**src/design/bftm_pkg.sv**
```systemverilog
`default_nettype none

package bftm_pkg;

  // Sizes
  localparam int unsigned TAPE_CELLS  = 32;
  localparam int unsigned TAPE_AW     = $clog2(TAPE_CELLS);
  localparam int unsigned PROG_DEPTH  = 256;
  localparam int unsigned PROG_AW     = $clog2(PROG_DEPTH);
  localparam int unsigned PC_W        = $clog2(PROG_DEPTH + 1);
  localparam int unsigned BAL_W       = PC_W + 1;

  // Item modes
  localparam logic [1:0] MODE_CLEAR  = 2'd0;
  localparam logic [1:0] MODE_APPEND = 2'd1;
  localparam logic [1:0] MODE_STEP   = 2'd2;
  localparam logic [1:0] MODE_NOP    = 2'd3;

  // Program symbols
  localparam logic [7:0] CH_LT    = 8'h3C;  // <
  localparam logic [7:0] CH_GT    = 8'h3E;  // >
  localparam logic [7:0] CH_PLUS  = 8'h2B;  // +
  localparam logic [7:0] CH_MINUS = 8'h2D;  // -
  localparam logic [7:0] CH_DOT   = 8'h2E;  // .
  localparam logic [7:0] CH_COMMA = 8'h2C;  // ,
  localparam logic [7:0] CH_LBR   = 8'h5B;  // [
  localparam logic [7:0] CH_RBR   = 8'h5D;  // ]

  typedef struct packed {
    logic [1:0] mode;
    logic [7:0] symbol;
    logic [7:0] input_byte;
  } in_beat_t;

  typedef struct packed {
    logic               out_valid;
    logic [7:0]         out_byte;
    logic               used_input;
    logic               finished;
    logic               unbalanced;
    logic [TAPE_AW-1:0] tape_pointer;
    logic [7:0]         cell_value;
    logic [PC_W-1:0]    program_counter;
  } out_beat_t;

  typedef enum logic [1:0] {
    ST_IDLE,
    ST_EXEC,
    ST_SCAN,
    ST_REPORT
  } state_e;

  // Controller -> datapath
  typedef struct packed {
    logic accept;
    logic clear;
    logic append;
    logic set_unbal;
    logic set_fin;
    logic exec;
    logic scan;
    logic load_out;
  } dp_cmd_t;

  // Datapath -> controller
  typedef struct packed {
    logic [1:0] in_mode;
    logic       unbal;
    logic       at_end;
    logic       need_scan;
    logic       scan_done;
    logic       out_free;
  } dp_status_t;

endpackage

`default_nettype wire

```
**src/design/bftm_ctrl.sv**
```systemverilog
`default_nettype none

module bftm_ctrl (
  input  wire logic                 clk_i,
  input  wire logic                 rst_ni,
  input  wire logic                 in_valid_i,
  output logic                      in_stall_o,
  input  wire bftm_pkg::dp_status_t status_i,
  output bftm_pkg::dp_cmd_t         cmd_o
);

  bftm_pkg::state_e state_q, state_d;

  always_ff @(posedge clk_i or negedge rst_ni) begin
    if (!rst_ni) begin
      state_q <= bftm_pkg::ST_IDLE;
    end else begin
      state_q <= state_d;
    end
  end

  // Next state
  always_comb begin
    state_d = state_q;
    unique case (state_q)
      bftm_pkg::ST_IDLE: begin
        if (in_valid_i) begin
          if (status_i.in_mode == bftm_pkg::MODE_STEP && !status_i.unbal &&
              !status_i.at_end) begin
            state_d = bftm_pkg::ST_EXEC;
          end else begin
            state_d = bftm_pkg::ST_REPORT;
          end
        end
      end
      bftm_pkg::ST_EXEC: begin
        state_d = status_i.need_scan ? bftm_pkg::ST_SCAN : bftm_pkg::ST_REPORT;
      end
      bftm_pkg::ST_SCAN: begin
        if (status_i.scan_done) begin
          state_d = bftm_pkg::ST_REPORT;
        end
      end
      bftm_pkg::ST_REPORT: begin
        if (status_i.out_free) begin
          state_d = bftm_pkg::ST_IDLE;
        end
      end
      default: state_d = bftm_pkg::ST_IDLE;
    endcase
  end

  // Outputs
  always_comb begin
    cmd_o      = '0;
    in_stall_o = 1'b1;
    unique case (state_q)
      bftm_pkg::ST_IDLE: begin
        in_stall_o   = 1'b0;
        cmd_o.accept = in_valid_i;
        cmd_o.clear  = in_valid_i && status_i.in_mode == bftm_pkg::MODE_CLEAR;
        cmd_o.append = in_valid_i && status_i.in_mode == bftm_pkg::MODE_APPEND;
        cmd_o.set_unbal = in_valid_i && status_i.in_mode == bftm_pkg::MODE_STEP &&
                          status_i.unbal;
        cmd_o.set_fin   = in_valid_i && status_i.in_mode == bftm_pkg::MODE_STEP &&
                          !status_i.unbal && status_i.at_end;
      end
      bftm_pkg::ST_EXEC:   cmd_o.exec = 1'b1;
      bftm_pkg::ST_SCAN:   cmd_o.scan = 1'b1;
      bftm_pkg::ST_REPORT: cmd_o.load_out = status_i.out_free;
      default: ;
    endcase
  end

endmodule

`default_nettype wire

```
**src/design/bftm_dp.sv**
```systemverilog
`default_nettype none

module bftm_dp (
  input  wire logic                 clk_i,
  input  wire logic                 rst_ni,
  input  wire bftm_pkg::in_beat_t   in_data_i,
  input  wire logic                 out_stall_i,
  output logic                      out_valid_o,
  output bftm_pkg::out_beat_t       out_data_o,
  input  wire bftm_pkg::dp_cmd_t    cmd_i,
  output bftm_pkg::dp_status_t      status_o
);

  localparam int unsigned AW  = bftm_pkg::PROG_AW;
  localparam int unsigned PW  = bftm_pkg::PC_W;
  localparam int unsigned TW  = bftm_pkg::TAPE_AW;
  localparam logic signed [bftm_pkg::BAL_W-1:0] BAL_ONE = bftm_pkg::BAL_W'(1);

  typedef struct packed {
    logic       print;
    logic [7:0] pbyte;
    logic       used;
    logic       fin;
    logic       unbal;
  } flags_t;

  // Program memory, registered read
  logic [7:0]    prog_mem [bftm_pkg::PROG_DEPTH];
  logic [7:0]    instr_q;
  logic [AW-1:0] rd_addr;
  logic          mem_we;

  // Architectural state
  logic [PW-1:0]           len_q, len_d;
  logic [PW-1:0]           pc_q, pc_d;
  logic signed [bftm_pkg::BAL_W-1:0] bal_q, bal_d;
  logic [TW-1:0]           ptr_q, ptr_d;
  logic [7:0]              tape_q [bftm_pkg::TAPE_CELLS];

  // Per-item and scan state
  logic [7:0]    ibyte_q;
  flags_t        flags_q, flags_d;
  logic [AW-1:0] k_q, k_d;
  logic [PW-1:0] depth_q, depth_d;
  logic          fwd_q, fwd_d;

  logic          tape_we;
  logic [7:0]    tape_wdata;
  logic [7:0]    cur_cell;
  logic [PW-1:0] pc_inc;
  logic [PW-1:0] k_inc;
  logic          found;
  logic          need_scan;
  logic          scan_done;

  bftm_pkg::out_beat_t out_q;
  logic                out_full_q;

  assign cur_cell = tape_q[ptr_q];
  assign pc_inc   = pc_q + 1'b1;
  assign k_inc    = {1'b0, k_q} + 1'b1;

  always_ff @(posedge clk_i) begin
    if (mem_we) begin
      prog_mem[len_q[AW-1:0]] <= in_data_i.symbol;
    end
    instr_q <= prog_mem[rd_addr];
  end

  always_comb begin
    len_d      = len_q;
    pc_d       = pc_q;
    bal_d      = bal_q;
    ptr_d      = ptr_q;
    flags_d    = flags_q;
    k_d        = k_q;
    depth_d    = depth_q;
    fwd_d      = fwd_q;
    tape_we    = 1'b0;
    tape_wdata = cur_cell;
    mem_we     = 1'b0;
    need_scan  = 1'b0;
    scan_done  = 1'b0;
    found      = 1'b0;
    rd_addr    = pc_q[AW-1:0];

    if (cmd_i.accept) begin
      flags_d       = '0;
      flags_d.unbal = cmd_i.set_unbal;
      flags_d.fin   = cmd_i.set_fin;
    end

    if (cmd_i.clear) begin
      len_d = '0;
      pc_d  = '0;
      bal_d = '0;
    end

    // Full store drops the symbol, balance untouched
    if (cmd_i.append && len_q < PW'(bftm_pkg::PROG_DEPTH)) begin
      mem_we = 1'b1;
      len_d  = len_q + 1'b1;
      if (in_data_i.symbol == bftm_pkg::CH_LBR) begin
        bal_d = bal_q + BAL_ONE;
      end else if (in_data_i.symbol == bftm_pkg::CH_RBR) begin
        bal_d = bal_q - BAL_ONE;
      end
    end

    if (cmd_i.exec) begin
      pc_d = pc_inc;
      case (instr_q)
        bftm_pkg::CH_LT: begin
          ptr_d = (ptr_q == '0) ? TW'(bftm_pkg::TAPE_CELLS - 1) : ptr_q - 1'b1;
        end
        bftm_pkg::CH_GT: begin
          ptr_d = (ptr_q == TW'(bftm_pkg::TAPE_CELLS - 1)) ? '0 : ptr_q + 1'b1;
        end
        bftm_pkg::CH_PLUS: begin
          tape_we    = 1'b1;
          tape_wdata = cur_cell + 8'd1;
        end
        bftm_pkg::CH_MINUS: begin
          tape_we    = 1'b1;
          tape_wdata = cur_cell - 8'd1;
        end
        bftm_pkg::CH_DOT: begin
          flags_d.print = 1'b1;
          flags_d.pbyte = cur_cell;
        end
        bftm_pkg::CH_COMMA: begin
          flags_d.used = 1'b1;
          tape_we      = 1'b1;
          tape_wdata   = ibyte_q;
        end
        bftm_pkg::CH_LBR: begin
          if (cur_cell == 8'd0 && pc_inc < len_q) begin
            need_scan = 1'b1;
            pc_d      = pc_q;
            k_d       = pc_inc[AW-1:0];
            rd_addr   = pc_inc[AW-1:0];
            depth_d   = '0;
            fwd_d     = 1'b1;
          end
        end
        bftm_pkg::CH_RBR: begin
          if (cur_cell != 8'd0 && pc_q != '0) begin
            need_scan = 1'b1;
            pc_d      = pc_q;
            k_d       = pc_q[AW-1:0] - 1'b1;
            rd_addr   = pc_q[AW-1:0] - 1'b1;
            depth_d   = '0;
            fwd_d     = 1'b0;
          end
        end
        default: ;
      endcase
    end

    // One program entry per cycle, depth tracks nesting
    if (cmd_i.scan) begin
      if (instr_q == (fwd_q ? bftm_pkg::CH_LBR : bftm_pkg::CH_RBR)) begin
        depth_d = depth_q + 1'b1;
      end else if (instr_q == (fwd_q ? bftm_pkg::CH_RBR : bftm_pkg::CH_LBR)) begin
        if (depth_q == '0) begin
          found = 1'b1;
        end else begin
          depth_d = depth_q - 1'b1;
        end
      end
      if (found) begin
        pc_d      = k_inc;
        scan_done = 1'b1;
      end else if (fwd_q) begin
        if (k_inc >= len_q) begin
          pc_d      = pc_inc;
          scan_done = 1'b1;
        end else begin
          k_d     = k_inc[AW-1:0];
          rd_addr = k_inc[AW-1:0];
        end
      end else begin
        if (k_q == '0) begin
          pc_d      = pc_inc;
          scan_done = 1'b1;
        end else begin
          k_d     = k_q - 1'b1;
          rd_addr = k_q - 1'b1;
        end
      end
    end
  end

  always_ff @(posedge clk_i or negedge rst_ni) begin
    if (!rst_ni) begin
      len_q   <= '0;
      pc_q    <= '0;
      bal_q   <= '0;
      ptr_q   <= '0;
      flags_q <= '0;
      fwd_q   <= 1'b0;
      for (int i = 0; i < bftm_pkg::TAPE_CELLS; i++) begin
        tape_q[i] <= '0;
      end
    end else begin
      len_q   <= len_d;
      pc_q    <= pc_d;
      bal_q   <= bal_d;
      ptr_q   <= ptr_d;
      flags_q <= flags_d;
      fwd_q   <= fwd_d;
      if (tape_we) begin
        tape_q[ptr_q] <= tape_wdata;
      end
    end
  end

  always_ff @(posedge clk_i) begin
    k_q     <= k_d;
    depth_q <= depth_d;
    if (cmd_i.accept) begin
      ibyte_q <= in_data_i.input_byte;
    end
  end

  // Output register
  always_ff @(posedge clk_i or negedge rst_ni) begin
    if (!rst_ni) begin
      out_full_q <= 1'b0;
    end else if (cmd_i.load_out) begin
      out_full_q <= 1'b1;
    end else if (!out_stall_i) begin
      out_full_q <= 1'b0;
    end
  end

  always_ff @(posedge clk_i) begin
    if (cmd_i.load_out) begin
      out_q.out_valid       <= flags_q.print;
      out_q.out_byte        <= flags_q.pbyte;
      out_q.used_input      <= flags_q.used;
      out_q.finished        <= flags_q.fin;
      out_q.unbalanced      <= flags_q.unbal;
      out_q.tape_pointer    <= ptr_q;
      out_q.cell_value      <= cur_cell;
      out_q.program_counter <= pc_q;
    end
  end

  assign out_valid_o = out_full_q;
  assign out_data_o  = out_q;

  assign status_o.in_mode   = in_data_i.mode;
  assign status_o.unbal     = (bal_q != '0);
  assign status_o.at_end    = (pc_q >= len_q);
  assign status_o.need_scan = need_scan;
  assign status_o.scan_done = scan_done;
  assign status_o.out_free  = !out_full_q || !out_stall_i;

endmodule

`default_nettype wire

```
**src/design/bf_tape_machine_step.sv**
```systemverilog
// Channel | Direction | Handshake             | Beat
// in      | input     | in_valid_i/in_stall_o  | bftm_pkg::in_beat_t  (mode, symbol, input_byte)
// out     | output    | out_valid_o/out_stall_i| bftm_pkg::out_beat_t (one result per item)
//
// Sequence: clear, append, refused or finished step go from accept straight to report;
// a plain instruction passes through execute first. A bracket whose cell calls for
// a jump adds a scan at one program entry per cycle, partner found or not, since
// the program memory has one registered read port and the scan walks it.
// Reset: tape, pointer, pc, length and bracket balance clear at once; the
// program memory is not cleared, only entries below the length are read.
// The input side stalls while an item is in work; a stalled result holds in
// the output register, and the machine waits in its report state for it.
`default_nettype none

module bf_tape_machine_step (
  input  wire logic                clk_i,
  input  wire logic                rst_ni,
  input  wire logic                in_valid_i,
  output logic                     in_stall_o,
  input  wire bftm_pkg::in_beat_t  in_data_i,
  output logic                     out_valid_o,
  input  wire logic                out_stall_i,
  output bftm_pkg::out_beat_t      out_data_o
);

  bftm_pkg::dp_cmd_t    cmd;
  bftm_pkg::dp_status_t status;

  // Sequencer: accept, instruction execute, bracket scan, report
  bftm_ctrl u_ctrl (
    .clk_i      (clk_i),
    .rst_ni     (rst_ni),
    .in_valid_i (in_valid_i),
    .in_stall_o (in_stall_o),
    .status_i   (status),
    .cmd_o      (cmd)
  );

  // Program memory, tape, pointer/pc and the result register
  bftm_dp u_dp (
    .clk_i       (clk_i),
    .rst_ni      (rst_ni),
    .in_data_i   (in_data_i),
    .out_stall_i (out_stall_i),
    .out_valid_o (out_valid_o),
    .out_data_o  (out_data_o),
    .cmd_i       (cmd),
    .status_o    (status)
  );

endmodule

`default_nettype wire

```
**config.mk**
```make
export PLATFORM = sky130hd
export DESIGN_NAME = bf_tape_machine_step
export DESIGN_NICKNAME = d
export VERILOG_FILES = /design/src/design/bftm_pkg.sv /design/src/design/bftm_ctrl.sv /design/src/design/bftm_dp.sv /design/src/design/bf_tape_machine_step.sv
export SDC_FILE = /design/constraint.sdc
export NUM_CORES = 2
export LEC_CHECK = 0
export BUFFER_PORTS_ARGS = -buffer_cell sky130_fd_sc_hd__buf_4
export CORE_MARGIN = 2
export CORE_UTILIZATION = 55
export DETAILED_ROUTE_END_ITERATION = 8
export GPL_ROUTABILITY_DRIVEN = 0
export PLACE_DENSITY = 0.71
export SYNTH_ARGS = -nofsm -noshare
export SYNTH_HDL_FRONTEND = slang
export SYNTH_SLANG_ARGS = --single-unit
```
**constraint.sdc**
```tcl
create_clock -name clk_i -period 13.4 [get_ports clk_i]
set_input_delay 0.67 -clock clk_i [delete_from_list [all_inputs] [get_ports clk_i]]
set_output_delay 0.67 -clock clk_i [all_outputs]
set_load 0.1 [all_outputs]
```
# After elaboration in Yosys (flattened, before gate mapping)
# Memories as Yosys holds them, arrays and structs flattened. A register that Yosys moved wholly into a read port is not among the register bits.
# Cells that the tools add are included.
dict set report totals {
  regBits 364
  ram_bits 2048
  in_bits 22
  output_inout_bits 36
  wordCells 226
  mem_count 1
}
dict set report classes {
  addsub 13
  order_cmp 6
  eq_ne 24
  mux 93
  bitwise_logic 1
  reduce_logical 33
}
# name words width rd rd_clocked_by_memory_dff wr line
set memory_table {}
lappend memory_table {u_dp.prog_mem 256 8 1 1 1 bftm_dp.sv:28} ;# logic [7:0] prog_mem [bftm_pkg::PROG_DEPTH];
# op n
set op_table {}
lappend op_table {{bitwise mux 256 bit} 1}
lappend op_table {{two-way mux 9 bit} 19}
lappend op_table {{two-way mux 8 bit} 20}
lappend op_table {{two-way mux 10 bit} 5}
lappend op_table {{equality test 8 x 6 -> 1 bit (second input constant)} 6}
lappend op_table {{binary-select mux 8 bit (select 5 bit)} 1}
lappend op_table {{demux 8 bit (select 5 bit)} 1}
lappend op_table {{case mux 9 bit (2 select lines)} 2}
lappend op_table {{equality test 8 x 7 -> 1 bit (second input constant)} 4}
lappend op_table {{case mux 8 bit (2 select lines)} 2}
lappend op_table {{adder 9 x 1 -> 9 bit (second input constant)} 3}
lappend op_table {{two-way mux 1 bit} 27}
lappend op_table {{case mux 8 bit (3 select lines)} 1}
lappend op_table {{subtractor 8 x 1 -> 8 bit (second input constant)} 3}
lappend op_table {{greater-or-equal comparator 9 bit} 2}
lappend op_table {{equality test 8 bit} 2}
lappend op_table {{zero test 8 bit} 2}
lappend op_table {{two-way mux 5 bit} 3}
lappend op_table {{logical AND 1 bit} 12}
lappend op_table {{two-way mux 12 bit} 1}
lappend op_table {{adder 10 x 2 -> 10 bit (second input constant)} 1}
lappend op_table {{!= test 2 x 1 -> 1 bit (second input constant)} 5}
lappend op_table {{case mux 5 bit (2 select lines)} 1}
lappend op_table {{nonzero test 10 bit} 1}
lappend op_table {{31 further kinds} 45}

# Longest topological paths before layout
dict set report depth {
  ltp_word 13
  ltp_mapped 29
  mapped_depth_nobuf 21
}

# Hierarchy
# A second synthesis with hierarchy kept.
dict set report unflattened {
  cells_unflattened 7291
  hier_area_um2 100764.1
}
# module n_inst cells_per_inst area_each_um2 seq_area_each_um2
set modules_own_cells {}
lappend modules_own_cells {bftm_dp 1 7262 100518.9 70842.9}
lappend modules_own_cells {bftm_ctrl 1 29 245.2 50.0}

# Worst setup path before layout
# No wires, ideal clock.
dict set report synth_path {
  kind {register -> register}
  from {register u_dp.pc_q[0]}
  to {register u_dp.instr_q[3] (read register of u_dp.prog_mem)}
  setup_ns 0.134
  arrival_time_ns 5.523
  t_required_ns 13.266
  slack_ns 7.743
  stages_incl_launch_ff 21
  n_path_buf 1
  period_less_slack_ns 5.657
  cell_sequence {dfrtp_1 > ha_1 > and3_1 > and3_1 > xor2_1 > ha_1 > a2111oi_0 > nor2_1 > or2_2 > or2_2 > or4_1 > a21oi_2 > o21a_1 > buf_4 > mux2i_1 > a221oi_1 > a31oi_1 > o21ai_0 > or4_1 > or4_1 > or4_1}
}
dict set report synth_between {
  elab_chain_len 10
  word_cells_on_any_way 15
  cone_classes {add/sub: 2; order compare: 1; mux: 9; reduce/logical: 3}
}
# item line
set synth_lines {}
lappend synth_lines {{from (decl)} bftm_dp.sv:35} ;# logic [PW-1:0] pc_q, pc_d;
lappend synth_lines {{from (signal assigned)} bftm_dp.sv:207} ;# pc_q <= pc_d;
lappend synth_lines {{adder 9 x 1 -> 9 bit} bftm_dp.sv:60} ;# assign pc_inc = pc_q + 1'b1;
lappend synth_lines {{< comparator 9 bit} bftm_dp.sv:137} ;# if (cur_cell == 8'd0 && pc_inc < len_q) begin
lappend synth_lines {{logical AND 1 bit} bftm_dp.sv:137}
lappend synth_lines {{two-way mux 8 bit} bftm_dp.sv:137}
lappend synth_lines {{case mux 8 bit (2 select lines)} bftm_dp.sv:112} ;# case (instr_q)
lappend synth_lines {{two-way mux 8 bit *} bftm_dp.sv:110} ;# if (cmd_i.exec) begin
lappend synth_lines {{two-way mux 8 bit, on equally long branches} {bftm_dp.sv:183, bftm_dp.sv:175}}
lappend synth_lines {{two-way mux 8 bit} bftm_dp.sv:174} ;# end else if (fwd_q) begin
lappend synth_lines {{two-way mux 8 bit} bftm_dp.sv:171} ;# if (found) begin
lappend synth_lines {{two-way mux 8 bit *} bftm_dp.sv:161} ;# if (cmd_i.scan) begin
lappend synth_lines {{to (decl)} bftm_dp.sv:29} ;# logic [7:0] instr_q;
# Every way passes the cells marked *; elsewhere a longest branch is shown, timed or not.
# A chain may end at the register's enable or synchronous reset.

# Worst setup path after layout
dict set report layout_path {
  from {register u_dp.ptr_q[1]}
  to {register u_dp.instr_q[6] (read register of u_dp.prog_mem)}
}
dict set report layout_between {
  elab_chain_len 13
  word_cells_on_any_way 17
  cone_classes {mux: 12; bitwise: 1; reduce/logical: 4}
}
# item line
set layout_lines {}
lappend layout_lines {{from (decl)} bftm_dp.sv:37} ;# logic [TW-1:0] ptr_q, ptr_d;
lappend layout_lines {{from (signal assigned)} bftm_dp.sv:209} ;# ptr_q <= ptr_d;
lappend layout_lines {{NOT 5 -> 6 bit (not written as such) *} bftm_dp.sv:59} ;# assign cur_cell = tape_q[ptr_q];
lappend layout_lines {{binary-select mux 8 bit (select 5 bit) *} bftm_dp.sv:59}
lappend layout_lines {{two-way mux 8 bit (not written as such) * (2 in a row)} bftm_dp.sv:59}
lappend layout_lines {{nonzero test 8 bit or zero test 8 bit (tied branches)} {bftm_dp.sv:147, bftm_dp.sv:137}}
lappend layout_lines {{logical AND 1 bit, on equally long branches} {bftm_dp.sv:147, bftm_dp.sv:137}}
lappend layout_lines {{two-way mux 8 bit, on equally long branches} {bftm_dp.sv:147, bftm_dp.sv:137}}
lappend layout_lines {{case mux 8 bit (2 select lines) *} bftm_dp.sv:112}
lappend layout_lines {{two-way mux 8 bit *} bftm_dp.sv:110}
lappend layout_lines {{two-way mux 8 bit, on equally long branches} {bftm_dp.sv:183, bftm_dp.sv:175}}
lappend layout_lines {{two-way mux 8 bit} bftm_dp.sv:174}
lappend layout_lines {{two-way mux 8 bit} bftm_dp.sv:171}
lappend layout_lines {{two-way mux 8 bit *} bftm_dp.sv:161}
# Every way passes the cells marked *; elsewhere a longest branch is shown, timed or not. The select of a mux whose other input is x is not followed.

==> out/qor.yml <==
outcome:
  status: "finished with violations"
  violations: "max-capacitance violations, max-slew violations"
synthesis:
  yosysUniqueCellTypes: 98
  ys_seq_area_frac: 0.699
  synthTopCellsByArea: "edfxtp_1 62%, nand2_1 7.9%, dfrtp_1 7.5%"
  ys_ff_latch: 2420
  syn_inst: 8327
  synth_flop_cell: "edfxtp_1"
  post-synth-top-count-cell: "nand2_1"
  synth_warnings: 0
  avgSynthCellArea_um2: 12.2
  synth_edf_count: 2090
  syn_nets: 8407
  synth_top_area_frac: 0.619
  ys_top_cells_by_count: "2132 x nand2_1, 2090 x edfxtp_1, 718 x nand3_1"
  yosys.area.top_type: "edfxtp_1"
  syn_area_mm2: 0.101
  async_flop_share: 0.126
power:
  sw_frac_of_total: 0.454
  combPwrFrac: 0.459
  netSwitchingPower_w: 0.0128
  power.internal_w: 0.0154
  seqPwrFrac: 0.304
  ir_drop_mv: 0.420
  power_w: 0.0282
  power.share.clock: 0.237
  p_leak_nw: 39.0
  power_density_mw_per_mm2: 252
route:
  drt-pass1-iter-count: 8
  wl_per_cell_um: 28.8
  postRouteAntennaNets: 0
  wl_um: 314000
  drt_iter0_drc: 11600
  drcViolationCount: 0
  route.vias.total: 71300
  viasPerCell: 6.53
finish:
  final_util: 0.612
  regArea_mm2: 0.0709
  multi_input_area_mm2: 0.0281
  fillers: 13900
  nNetsFinal: 8310
  drive_gt1_frac: 0.0742
  area_delta_synth_final_pct: 10.5
run:
  maxCapViolCount: 3
floorplanning:
  dieArea_mm2: 0.188
  start_util: 0.554
  core.rowCount: 157
  die_h_um: 433
  pin_count: 58
  core_area_mm2: 0.183
  die_w_um: 433
worst_setup_path:
  path_buf_inv: 4
  r2r_start: "u_dp.ptr_q[1]"
  cpPeakStageDelay_ns: 1.31
  slowest_stage: "nor4b_1"
  criticalPathCategory: "reg -> reg"
  startpoint: "u_dp.ptr_q[1]"
  critPathTopFamily: "simple AND/OR/NAND/NOR gates"
  cp.arrival_ns: 10.33
  cp_data_required_time_ns: 14.11
  startpoint_type: "flip-flop"
  cp-end-kind: "flip-flop"
  cp_cell_sequence: "buf_4, mux2_1, o2bb2ai_1, nor4_1, nand4_1, nor4_4, buf_4, nor4b_1, o31ai_4, buf_4, and2_4, buf_12, nand3_1, nand4_1, o21ai_0, o21ai_0, nor4b_1, nand4_1"
  crit_fanout: 131
sta:
  max_freq_mhz: 104
  setup_violations: 0
  skew_ns: 0.0925
  worst_slack_ns: 3.78
  relSlewSlack: -0.0616
  period_share: 0.718
  report.final.slew_viol_count: 11
  worst_pin_slew_ns: 1.57
  rsz0062_at_grt: "no"
  hold_violations: 0
  setup_tns_ns: 0
  timing.hold.ws_ns: 0.0444
  period_minus_slack_ns: 9.62
place:
  dpl.hpwl_um: 191000
  pre_cts_ws_ns: 4.17
  port_buffers: 57
clocking:
  cts_tree: "yes"
  clkSinkCount: 2420
  cts_root_buffer: "clkbuf_16"
  cts_made_buffers: 232
  clkSlewWorstSetupHoldPaths_ns: 0.06
  cts_resized: 0
  htree_levels: 4
  clock_path_buffers: 3
  clk_latency_ns: 0.93
global_route:
  grt_pass1_vias: 66600
  grt_overflow_total: 0
  track_usage: 0.331
  grt_max_degree: 158
  antenna_found_initial: 11
  grt_pass1_wl_um: 455000
min_path:
  hp-class: "in -> reg"
  hp-start: "out_stall_i"
[worst paths after layout]
check / end / slack, ns / depth (start not counted)
worst max-delay path: u_dp.instr_q[6] / 3.78 / 18
worst min-delay path: u_dp.out_valid_o / 0.04 / 2
worst max register to register: u_dp.instr_q[6] / 3.78 / 18
worst min register to register: u_dp.out_data_o[23] / 0.45 / 0
max in group asynchronous: u_dp.tape_q[245] / 10.87 / 4
min in group asynchronous: u_dp.bal_q[1] / 0.44 / 2
[per-stage QoR]
stage	instance area (µm²)	std cells
6_report	112000	10900
4_1_cts	112000	10900
3_3_place_gp	104000	10400
3_5_place_dp	104000	10500
2_1_floorplan	101000	8327
5_1_grt	112000	10900
[cells in the final DEF, fill, tap and decap left out, types with 25 or more instances in the layout]
cell,synthesis,routed
clkbuf_1,240,52
nand3_1,718,718
buf_4,21,184
mux2i_1,280,280
nor3_1,42,42
clkbuf_16,0,232
a32oi_1,40,40
dfxtp_1,25,25
dfrtp_1,305,304
nand2_1,2132,2126
edfxtp_1,2090,2090
ha_1,57,57
bufinv_16,0,25
a21oi_1,260,259
clkbuf_8,0,25
a211oi_1,28,27
o22ai_1,84,83
a31oi_1,91,90
clkinv_1,0,48
clkinv_2,0,37
a221oi_1,48,41
o211ai_1,27,27
nor2_1,409,402
nand4_1,76,76
nor4_1,33,31
o21ai_0,406,406
a311oi_1,57,56
and3_1,102,101
inv_1,54,54
[state kept, by name, indices dropped and copies added, names as in the netlist]
register          cells
u_dp.ibyte_q          8
u_dp.instr_q          8
u_dp.bal_q           10
u_ctrl.state_q        2
u_dp.pc_q             9
u_dp.tape_q         256
u_dp.out_valid_o      1
u_dp.k_q              8
u_dp.flags_q         12
u_dp.fwd_q            1
u_dp.prog_mem      2048
u_dp.len_q            9
u_dp.ptr_q            5
u_dp.depth_q          9
u_dp.out_data_o      34
[power by group through the flow]
| stage | combinational [W] | clock, W | sequential, W |
|---|---|---|---|
| finish | 0.0129 | 0.00669 | 0.00857 |
| global route | 0.0134 | 0.00699 | 0.00858 |
| CTS | 0.0124 | 0.00669 | 0.00856 |
| detailed placement | 0.0124 | 0 | 0.00872 |
| global placement | 0.0122 | 0 | 0.00871 |
| floorplan | 0.00760 | 0 | 0.00884 |
[logic make-up (layout without fill, tap and decap cells)]
group,Yosys count,in the layout,synth area share
and+or+nand+nor,3652,3652,0.155
DFF,2420,2420,0.699
AOI/OAI and AO/OA,1266,1266,0.0791
buffers and inverters,603,709,0.0268
muxes,298,298,0.0297
adders and majority gates,58,58,0.00723
xor gates and xnor gates,30,30,0.00259
other,0,15,0
[timing repair]
action,4_1_cts,5_1_grt
endpoints found under the hold margin,113,0
hold buffers,10,0
buffers inserted,0,0
[final cells by class]
type | count | share of cell area
flip-flops and latches | 2420 | 0.633
multi-input cells | 5304 | 0.251
clock buffers | 301 | 0.0557
well taps | 2464 | 0.0275
repair buffers | 218 | 0.0170
clock inverters | 136 | 0.0139
inverters | 54 | 0.00181
diodes | 15 | 0.000335
[routing by layer]
layer	vias up	wire [µm]	global-route usage
met1	34800	115000	0.454
li1	30300	-	-
met2	5257	137000	0.481
met4	10	17300	0.160
met5	-	60	0
met3	865	45300	0.103
Note: power is estimated with default switching activity, not from simulation.
